===== src/rtl/kpsd_pkg.sv =====
package kpsd_pkg;

  // Widths of the request and result fields.
  localparam int KEY_LINES_W = 9;
  localparam int CHAR_W      = 8;
  localparam int FILL_W      = 5;
  localparam int CFG_IDX_W   = 2;
  localparam int CFG_DATA_W  = 2;
  localparam int POS_W       = 4;

  // Default receive FIFO depth; keys beyond KEY_COUNT are never sensed.
  localparam int FIFO_DEPTH_DEF = 16;
  localparam int KEY_COUNT      = 9;

  // Command codes.
  localparam logic CMD_SCAN = 1'b0;
  localparam logic CMD_READ = 1'b1;

  // Configuration register indexes.
  localparam logic [CFG_IDX_W-1:0] CFG_ROWS_IN_USE = 2'd0;
  localparam logic [CFG_IDX_W-1:0] CFG_COLS_IN_USE = 2'd1;

  // Character for "no key".
  localparam logic [CHAR_W-1:0] NO_KEY = 8'h00;

  // Characters of the key positions in row-major order.
  localparam logic [CHAR_W-1:0] CHAR_TABLE [KEY_LINES_W] = '{
    8'h30, 8'h31, 8'h32, 8'h33, 8'h34, 8'h35, 8'h36, 8'h37, 8'h38
  };

  typedef struct packed {
    logic                   command;
    logic [KEY_LINES_W-1:0] key_lines;
  } in_item_t;

  typedef struct packed {
    logic              accepted;
    logic [CHAR_W-1:0] accepted_char;
    logic              overflow;
    logic              read_valid;
    logic [CHAR_W-1:0] read_char;
    logic [FILL_W-1:0] fill_level;
  } out_item_t;

endpackage


===== src/rtl/kpsd_ram.sv =====
module kpsd_ram #(
  parameter int WIDTH = 8,
  parameter int DEPTH = 16
) (
  input  logic                     clk,
  input  logic                     wr_en,
  input  logic [$clog2(DEPTH)-1:0] wr_addr,
  input  logic [WIDTH-1:0]         wr_data,
  input  logic                     rd_en,
  input  logic [$clog2(DEPTH)-1:0] rd_addr,
  output logic [WIDTH-1:0]         rd_data
);

  logic [WIDTH-1:0] mem [DEPTH];
  logic [WIDTH-1:0] rd_data_r;

  // One write port and one registered read port.
  always_ff @(posedge clk) begin
    if (wr_en) begin
      mem[wr_addr] <= wr_data;
    end
    if (rd_en) begin
      rd_data_r <= mem[rd_addr];
    end
  end

  assign rd_data = rd_data_r;

endmodule


===== src/rtl/keypad_scan_debounce_fifo.sv =====
// A result is presented in the cycle after its request is accepted.
// Throughput: one request per cycle unless stalled; the single output register
// refills in the cycle it is drained, and the FIFO store RAM takes one access
// per request. Reset (synchronous, rst_n low): FIFO empty, debounce history
// cleared, both scan sizes 3 by 3. The FIFO store needs no clearing pass.
module keypad_scan_debounce_fifo
  #(
  parameter int FIFO_DEPTH = kpsd_pkg::FIFO_DEPTH_DEF
) (
  input  logic                                 clk,
  input  logic                                 rst_n,
  input  logic                                 in_valid,
  output logic                                 in_ready,
  input  kpsd_pkg::in_item_t                   in_data,
  output logic                                 out_valid,
  input  logic                                 out_ready,
  output kpsd_pkg::out_item_t                  out_data,
  input  logic                                 cfg_valid,
  output logic                                 cfg_ready,
  input  logic [kpsd_pkg::CFG_IDX_W-1:0]       cfg_index,
  input  logic [kpsd_pkg::CFG_DATA_W-1:0]      cfg_data
);
  import kpsd_pkg::*;

  localparam int PTR_W = $clog2(FIFO_DEPTH);
  localparam int CNT_W = $clog2(FIFO_DEPTH + 1);

  logic [CFG_DATA_W-1:0] rows_r, rows_nxt;
  logic [CFG_DATA_W-1:0] cols_r, cols_nxt;
  logic [CHAR_W-1:0]     prev_r, prev_nxt;
  logic [CHAR_W-1:0]     last_r, last_nxt;
  logic [PTR_W-1:0]      head_r, head_nxt;
  logic [PTR_W-1:0]      tail_r, tail_nxt;
  logic [CNT_W-1:0]      count_r, count_nxt;
  logic                  out_valid_r, out_valid_nxt;
  out_item_t             res_r, res_nxt;

  logic                  in_fire;
  logic [POS_W-1:0]      scan_limit;
  logic                  hit;
  logic [POS_W-1:0]      hit_pos;
  logic [CHAR_W-1:0]     cur_char;
  logic                  fifo_full;
  logic                  push;
  logic                  pop;
  logic [CHAR_W-1:0]     ram_rd_data;

  assign cfg_ready = 1'b1;
  assign in_ready  = !out_valid_r || out_ready;
  assign in_fire   = in_valid && in_ready;
  assign fifo_full = (count_r == CNT_W'(FIFO_DEPTH));

  // Configuration writes.
  always_comb begin
    rows_nxt = rows_r;
    cols_nxt = cols_r;
    if (cfg_valid) begin
      unique case (cfg_index)
        CFG_ROWS_IN_USE: rows_nxt = cfg_data;
        CFG_COLS_IN_USE: cols_nxt = cfg_data;
        default: ;
      endcase
    end
  end

  // Priority encoder: lowest pressed position inside the scanned area.
  always_comb begin
    scan_limit = POS_W'(rows_r) * POS_W'(cols_r);
    hit        = 1'b0;
    hit_pos    = '0;
    for (int i = KEY_LINES_W - 1; i >= 0; i--) begin
      if (i < KEY_COUNT && POS_W'(i) < scan_limit && !in_data.key_lines[i]) begin
        hit     = 1'b1;
        hit_pos = POS_W'(i);
      end
    end
    cur_char = hit ? CHAR_TABLE[hit_pos] : NO_KEY;
  end

  // Debounce, FIFO bookkeeping and the result register.
  always_comb begin
    prev_nxt      = prev_r;
    last_nxt      = last_r;
    head_nxt      = head_r;
    tail_nxt      = tail_r;
    count_nxt     = count_r;
    push          = 1'b0;
    pop           = 1'b0;
    res_nxt       = res_r;
    out_valid_nxt = out_valid_r && !out_ready;

    if (in_fire) begin
      res_nxt       = '0;
      out_valid_nxt = 1'b1;
      if (in_data.command == CMD_SCAN) begin
        prev_nxt = cur_char;
        if (cur_char == NO_KEY) begin
          last_nxt = NO_KEY;
        end else if (cur_char == prev_r && cur_char != last_r) begin
          last_nxt = cur_char;
          if (fifo_full) begin
            res_nxt.overflow = 1'b1;
            prev_nxt         = prev_r;
          end else begin
            push                  = 1'b1;
            res_nxt.accepted      = 1'b1;
            res_nxt.accepted_char = cur_char;
          end
        end
      end else if (count_r != '0) begin
        pop                = 1'b1;
        res_nxt.read_valid = 1'b1;
      end

      if (push) begin
        tail_nxt  = (tail_r == PTR_W'(FIFO_DEPTH - 1)) ? '0 : tail_r + PTR_W'(1);
        count_nxt = count_r + CNT_W'(1);
      end
      if (pop) begin
        head_nxt  = (head_r == PTR_W'(FIFO_DEPTH - 1)) ? '0 : head_r + PTR_W'(1);
        count_nxt = count_r - CNT_W'(1);
      end
      res_nxt.fill_level = FILL_W'(count_nxt);
    end
  end

  always_ff @(posedge clk) begin
    if (!rst_n) begin
      rows_r      <= CFG_DATA_W'(3);
      cols_r      <= CFG_DATA_W'(3);
      prev_r      <= NO_KEY;
      last_r      <= NO_KEY;
      head_r      <= '0;
      tail_r      <= '0;
      count_r     <= '0;
      out_valid_r <= 1'b0;
    end else begin
      rows_r      <= rows_nxt;
      cols_r      <= cols_nxt;
      prev_r      <= prev_nxt;
      last_r      <= last_nxt;
      head_r      <= head_nxt;
      tail_r      <= tail_nxt;
      count_r     <= count_nxt;
      out_valid_r <= out_valid_nxt;
    end
  end

  // Result payload needs no reset.
  always_ff @(posedge clk) begin
    res_r <= res_nxt;
  end

  // FIFO store; a popped character arrives with its result.
  kpsd_ram #(
    .WIDTH(CHAR_W),
    .DEPTH(FIFO_DEPTH)
  ) u_store (
    .clk    (clk),
    .wr_en  (push),
    .wr_addr(tail_r),
    .wr_data(cur_char),
    .rd_en  (pop),
    .rd_addr(head_r),
    .rd_data(ram_rd_data)
  );

  always_comb begin
    out_data           = res_r;
    out_data.read_char = res_r.read_valid ? ram_rd_data : NO_KEY;
  end

  assign out_valid = out_valid_r;

endmodule


===== config.mk =====
export PLATFORM = sky130hd
export DESIGN_NAME = keypad_scan_debounce_fifo
export DESIGN_NICKNAME = d
export VERILOG_FILES = /design/src/rtl/kpsd_pkg.sv /design/src/rtl/kpsd_ram.sv /design/src/rtl/keypad_scan_debounce_fifo.sv
export SDC_FILE = /design/constraint.sdc
export NUM_CORES = 1
export LEC_CHECK = 0
export ABC_AREA = 1
export BUFFER_PORTS_ARGS = -buffer_cell sky130_fd_sc_hd__buf_2
export CELL_PAD_IN_SITES_DETAIL_PLACEMENT = 1
export CELL_PAD_IN_SITES_GLOBAL_PLACEMENT = 1
export CORE_MARGIN = 3
export CORE_UTILIZATION = 42
export DETAILED_ROUTE_END_ITERATION = 16
export GPL_ROUTABILITY_DRIVEN = 1
export GPL_TIMING_DRIVEN = 0
export MAX_ROUTING_LAYER = met4
export PLACE_DENSITY = 0.85
export SKIP_CTS_REPAIR_TIMING = 1
export SLEW_MARGIN = 10
export SYNTH_ARGS = -nofsm -noshare
export SYNTH_HDL_FRONTEND = slang
export SYNTH_SLANG_ARGS = --single-unit

===== constraint.sdc =====
create_clock -name clk -period 3.17 [get_ports clk]
set_input_delay 0.317 -clock clk [delete_from_list [all_inputs] [get_ports clk]]
set_output_delay 0.317 -clock clk [all_outputs]
set_load 0.03 [all_outputs]

==> results of run 1 <==
[cell families (layout without fill, tap and decap cells)]
kind of cell | after synthesis | after routing | synth area share [%]
AOI/OAI and AO/OA | 86 | 86 | 8.72
xor gates and xnor gates | 7 | 7 | 1.02
adders and majority gates | 10 | 10 | 2.09
buffers and inverters | 100 | 193 | 6.70
DFF | 126 | 126 | 58.4
muxes | 7 | 7 | 1.17
other | 2 | 5 | 0.125
and+or+nand+nor | 280 | 281 | 21.8
[cell type report]
| cell class | count | area share [%] |
|---|---|---|
| plain buffers | 22 | 1.44 |
| clock buffers | 26 | 6.72 |
| clock inverters | 6 | 1.37 |
| inverters | 78 | 3.86 |
| multi-input cells | 396 | 31.9 |
| flip-flops and latches | 126 | 46.3 |
| well taps | 180 | 2.97 |
| repair buffers | 61 | 5.46 |
[sequential cells by signal (all words and copies together), names as in the netlist, 4 cells and up]
signal,count
out_data,13
u_store.mem,80
head_r,4
tail_r,4
count_r,5
u_store.rd_data,5
prev_r,5
last_r,5
[metrics by stage]
| stage | instances | cell area, um2 | utilization, % |
|---|---|---|---|
| 5_1_grt | 895 | 7580 | 54.4 |
| 4_1_cts | 872 | 7040 | 50.5 |
| 2_1_floorplan | 621 | 6010 | - |
| 3_5_place_dp | 840 | 6430 | 46.1 |
| 3_3_place_gp | 840 | 6430 | 46.1 |
| 6_report | 895 | 7580 | 54.4 |
[critical path, delay by kind of cell, from the launching register on]
family	cells	cell delay, ns
and+or+nand+nor	12	1.61
adders and majority gates	2	0.41
DFF	1	0.36
buffers and inverters	3	0.27
xor gates and xnor gates	1	0.19
[how the worst min path moves through the flow]
stage | to | slack (ns) | depth (start not counted)
after floorplan | cols_r[0] | 0.43 | 2
after global placement | prev_r[3] | 0.47 | 2
after detailed placement | prev_r[1] | 0.48 | 2
after CTS | cols_r[1] | 0.11 | 3
after global routing | cols_r[1] | 0.13 | 3
final | cols_r[0] | 0.11 | 3
[placed cells by master (no fill, tap or decap), types with 13 or more instances in the layout]
master and count:
nand2_1 102, nand3_1 40, o21ai_0 33, a21oi_1 23, clkbuf_1 17, buf_4 24, nand2_2 16, dfxtp_1 24
buf_2 39, inv_1 67, edfxtp_1 98, o32ai_1 13, nor2_4 23, clkbuf_16 17, nor2_1 65
[metal layers]
layer | up-vias | global-route usage (%) | wire [um]
li1 | 2252 | - | -
met1 | 2547 | 26.4 | 7280
met2 | 231 | 37.1 | 10400
met3 | 58 | 4.96 | 1230
met4 | 0 | 9.12 | 699
met5 | - | - | 0
[where the power goes]
part	internal, mW	switching, mW	leakage (nW)
clock network	1.34	0.726	0.302
logic	0.177	0.416	1.61
registers	1.82	0.0272	1.11
total	3.33	1.17	3.02
==> results.cfg, run 1 <==
[logic_synthesis]
synth_cells = 618
synth-edff-count = 98
netlist_top_cells_count = nand2_1 (112), edfxtp_1 (98), nor2_1 (83)
yosysTopAreaCellShare_pct = 49.1
ys_warn_count = 0
synth_top_cell_by_area = edfxtp_1
async_reset_ff_share_pct = 0
syn_area_mm2 = 0.00600
synth.top_cells.by_area = edfxtp_1 (49%), dfxtp_1 (9.3%), nand2_1 (7.0%)
synth-seq-area-share_pct = 58.4
yosysMostFrequentCell = nand2_1
yosys_register_bits = 126
avgSynthCellArea_um2 = 9.70
synth-main-ff-cell = edfxtp_1
ys_types = 35

[worst_setup_path]
crit_slowest_cell = dfxtp_4
crit_end = u_store.mem[4][1]
r2r_end = u_store.mem[4][1]
required_ns = 3.29
criticalPathCategory = reg -> reg
cp-end-kind = flip-flop
rr_worst_depth = 18
rrSetupSlack_ns = -0.02
crit_chain = nand2_2, inv_2, ha_4, inv_2, ha_4, nand3_1, nand2_2, nand2_4, nor2_8, nand2_8, xor2_2, nand3_2, nor2_4, nand4_4, nor2_8, buf_12, nand2_8, nor2_4
reg2reg_from = cols_r[0]
slowest_delay_ns = 0.36
cp_max_fo = 6
worstPathArrival_ns = 3.31
cp-startpoint = cols_r[0]
start_kind = flip-flop

[run_status]
status = complete, but fails checks
violations = setup timing

[sta]
hold_viol = 0
slew_headroom_pct = 37.5
max_freq_ghz = 0.313
finalSetupViolCount = 18
fin_ws_ns = -0.0234
fin_setup_tns_ns = -0.174
rsz0062_at_grt = yes
finalMaxSlewViolations = 0
worst_slew_pin_slew_ns = 0.928
finClkSkew_ns = 0.0114
fin_hold_ws_ns = 0.115
finalCritPeriodShare_pct = 101
post-route-min-period_ns = 3.19

[grt]
grt_pass1_vias = 5146
grt_pass1_wl_um = 26700
grt.total_usage_pct = 22.4
grt_max_degree = 26
antenna_found_initial = 0
gr-total-overflow = 0

[clocking]
root_buffer = clkbuf_16
cts_tree = yes
cts.clk_slew.worst_paths_ns = 0.05
h-tree-depth = 4
cts_sinks = 126
cts-buffers-inserted = 17
clk_latency_ns = 0.44
clk_path_buf_depth = 2

[layout]
syn_to_final_growth_pct = 26.5
nNetsFinal = 731
fill_cells = 1509
seq_area_mm2 = 0.00351
diodes = 0
multi_input_area_mm2 = 0.00242
drive_gt1_share_pct = 24.3

[floorplanning]
io_pins = 46
core_mm2 = 0.0139
start_util_pct = 43.0
num_rows = 43
die_area_mm2 = 0.0157
die_w_um = 125
die_height_um = 125

[routing]
num_vias = 5088
viasPerCell = 5.68
wire_per_inst_um = 21.9
route.detailed.drc = 0
drtPass1Iterations = 5
drtAntennaViolNets = 0
drt-initial-drc-count = 420
wl_um = 19600

[pwr]
power.leakage_nw = 3.02
ir_drop_uv = 364
power.total_mw = 4.50
powerDensity_mw_per_mm2 = 594

[place]
place.detailed.hpwl_um = 11400
place.gp.congestion = 0.849
io_buffers = 39
post-place-ws_ns = -0.691

[flow_run]
maxCapViolations = 0

[min_path]
min-delay-start = cfg_data[0]
hold_path_class = in -> reg
(Power assumes the default switching activity.)
==> run 2: changes to the inputs <==
--- a/config.mk
+++ b/config.mk
@@ -5,12 +5,11 @@
 export SDC_FILE = /design/constraint.sdc
 export NUM_CORES = 1
 export LEC_CHECK = 0
-export ABC_AREA = 1
 export BUFFER_PORTS_ARGS = -buffer_cell sky130_fd_sc_hd__buf_2
 export CELL_PAD_IN_SITES_DETAIL_PLACEMENT = 1
 export CELL_PAD_IN_SITES_GLOBAL_PLACEMENT = 1
 export CORE_MARGIN = 3
-export CORE_UTILIZATION = 42
+export CORE_UTILIZATION = 44
 export DETAILED_ROUTE_END_ITERATION = 16
 export GPL_ROUTABILITY_DRIVEN = 1
 export GPL_TIMING_DRIVEN = 0
==> results.cfg, run 2 <==
[place]
placed_area_mm2 = 0.00642
io_buffers = 39
place.gp.congestion = 0.822
place.detailed.hpwl_um = 9930

[clocking]
cts_sinks = 126
cts-buffers-inserted = 17
cts.clk_slew.worst_paths_ns = 0.05
h-tree-depth = 4
root_buffer = clkbuf_16
clk_latency_ns = 0.42
cts_tree = yes
clk_path_buf_depth = 2

[routing]
drt-initial-drc-count = 360
drtAntennaViolNets = 0
drtPass1Iterations = 5
viasPerCell = 5.86
wire_per_inst_um = 24.5
route.detailed.drc = 0
wl_um = 17500
num_vias = 4176

[min_path]
min-delay-start = cfg_data[0]
worstHoldPathCells = 3
hold_path_class = in -> reg
hold_end = cols_r[0]

[logic_synthesis]
yosys_register_bits = 126
synth.top_cells.by_area = edfxtp_1 (51%), mux4_2 (9.8%), dfxtp_1 (9.7%)
syn_area_mm2 = 0.00577
synth-main-ff-cell = edfxtp_1
synth_top_cell_by_area = edfxtp_1
synth-edff-count = 98
async_reset_ff_share_pct = 0
avgSynthCellArea_um2 = 13.2
ys_types = 49
ys_warn_count = 0
yosysMostFrequentCell = edfxtp_1
netlist_top_cells_count = edfxtp_1 (98), nand2_1 (39), nor2_1 (39)
synth-seq-area-share_pct = 60.8
yosysTopAreaCellShare_pct = 51.0
synth_cells = 436

[floorplanning]
die_area_mm2 = 0.0145
die_height_um = 120
io_pins = 46
num_rows = 41
core_mm2 = 0.0127
die_w_um = 120
start_util_pct = 45.3

[grt]
grt_max_degree = 23
gr-total-overflow = 0
antenna_found_initial = 0
grt_pass1_vias = 4226
grt_pass1_wl_um = 23300
grt.total_usage_pct = 21.9

[layout]
diodes = 0
largest_reg_flops = 80
final_area_mm2 = 0.00759
final_common_cell = edfxtp_1
nNetsFinal = 557
fill_cells = 1247
final_cell_mix = edfxtp_1 (98), buf_2 (39), nand2_1 (33)
syn_to_final_growth_pct = 31.7
largest_register = u_store.mem
drive_gt1_share_pct = 38.8

[sta]
finalCritPeriodShare_pct = 116
finalMaxSlewViolations = 0
slew_headroom_pct = 33.1
worst_slew_pin_slew_ns = 1.00
finalSetupViolCount = 111
finClkSkew_ns = 0.00951
fin_setup_tns_ns = -39.05
hold_viol = 0
max_freq_ghz = 0.272
rsz0062_at_grt = yes
fin_ws_ns = -0.510
post-route-min-period_ns = 3.68

[worst_setup_path]
cp-end-kind = flip-flop
required_ns = 3.24
rrSetupSlack_ns = -0.51
rr_worst_depth = 14
reg2reg_from = cols_r[0]
criticalPathCategory = reg -> reg
worstPathArrival_ns = 3.75
start_kind = flip-flop
r2r_end = u_store.mem[2][0]
cp_max_fo = 9

[run_status]
violations = setup timing
status = complete, but fails checks

[pwr]
powerDensity_mw_per_mm2 = 631
power.leakage_nw = 2.65
ir_drop_uv = 383

[flow_run]
maxCapViolations = 0
[run 2: worst max path at each step]
stage | start | end | slack (ns) | cells past startpoint
final | cols_r[0] | u_store.mem[2][0] | -0.51 | 14
after detailed placement | cols_r[1] | u_store.mem[3][2] | -1.03 | 13
after global routing | cols_r[0] | u_store.mem[1][2] | -0.66 | 14
after global placement | cols_r[1] | u_store.mem[3][2] | -0.89 | 13
after CTS | cols_r[1] | u_store.mem[3][4] | -1.02 | 13
after floorplan | rows_r[0] | u_store.mem[1][0] | -0.23 | 14
[run 2: metal layers]
metal	GRT usage [%]	wire, um	vias up
li1	-	-	1823
met1	25.9	6750	2125
met2	37.3	9280	181
met3	3.98	840	47
met4	8.43	606	0
met5	-	0	-
[run 2: final cells by class]
type	count	area [um2]	area share [%]
tap	172	215	2.83
multi-input combinational	272	2560	33.7
timing repair buffer	69	468	6.16
buffer	24	168	2.21
clock inverter	10	139	1.83
sequential	126	3510	46.3
clock buffer	22	464	6.11
inverter	17	63.8	0.840
timing repair inverter	1	5.00	0.0659
[run 2: worst max-delay path, cell delays in order (launching register included)]
cell      delay, ns
dfxtp_4        0.35
and2_4         0.16
ha_4           0.15
inv_2          0.06
ha_4           0.21
a21o_1         0.17
nand2_1        0.15
a21o_1         0.28
or4_1          0.53
o311a_1        0.17
a311oi_4       0.35
and2_4         0.23
buf_12         0.14
nand2_8        0.08
nor3_4         0.30
[run 2: cell families (layout without fill, tap and decap cells)]
kind of cell	Yosys count	in the layout	share of synthesized area [%]
compound gates	59	59	7.59
xor+xnor	7	7	1.06
fa+ha+maj	10	10	2.17
buf+inv	42	143	3.32
flops	126	126	60.8
mux	38	38	12.0
other cells	2	5	0.130
simple gates	152	153	13.0
[run 2: stage by stage]
step                instances  hold WS [ns]  util (%)  setup WS [ns]  power [mW]
floorplan                 439         0.442         -         -0.227        2.49
global placement          650         0.476      50.5         -0.892        2.65
detailed placement        650         0.494      50.5          -1.03        2.70
CTS                       682         0.114      55.2          -1.02        4.67
global route              713         0.143      59.7         -0.656        4.95
finish                    713         0.129      59.7         -0.510        4.79
[run 2: power by group]
| group | internal, mW | leakage (nW) | switching, mW |
|---|---|---|---|
| clock network | 1.28 | 0.294 | 0.699 |
| logic | 0.338 | 1.20 | 0.561 |
| registers | 1.87 | 1.15 | 0.0544 |
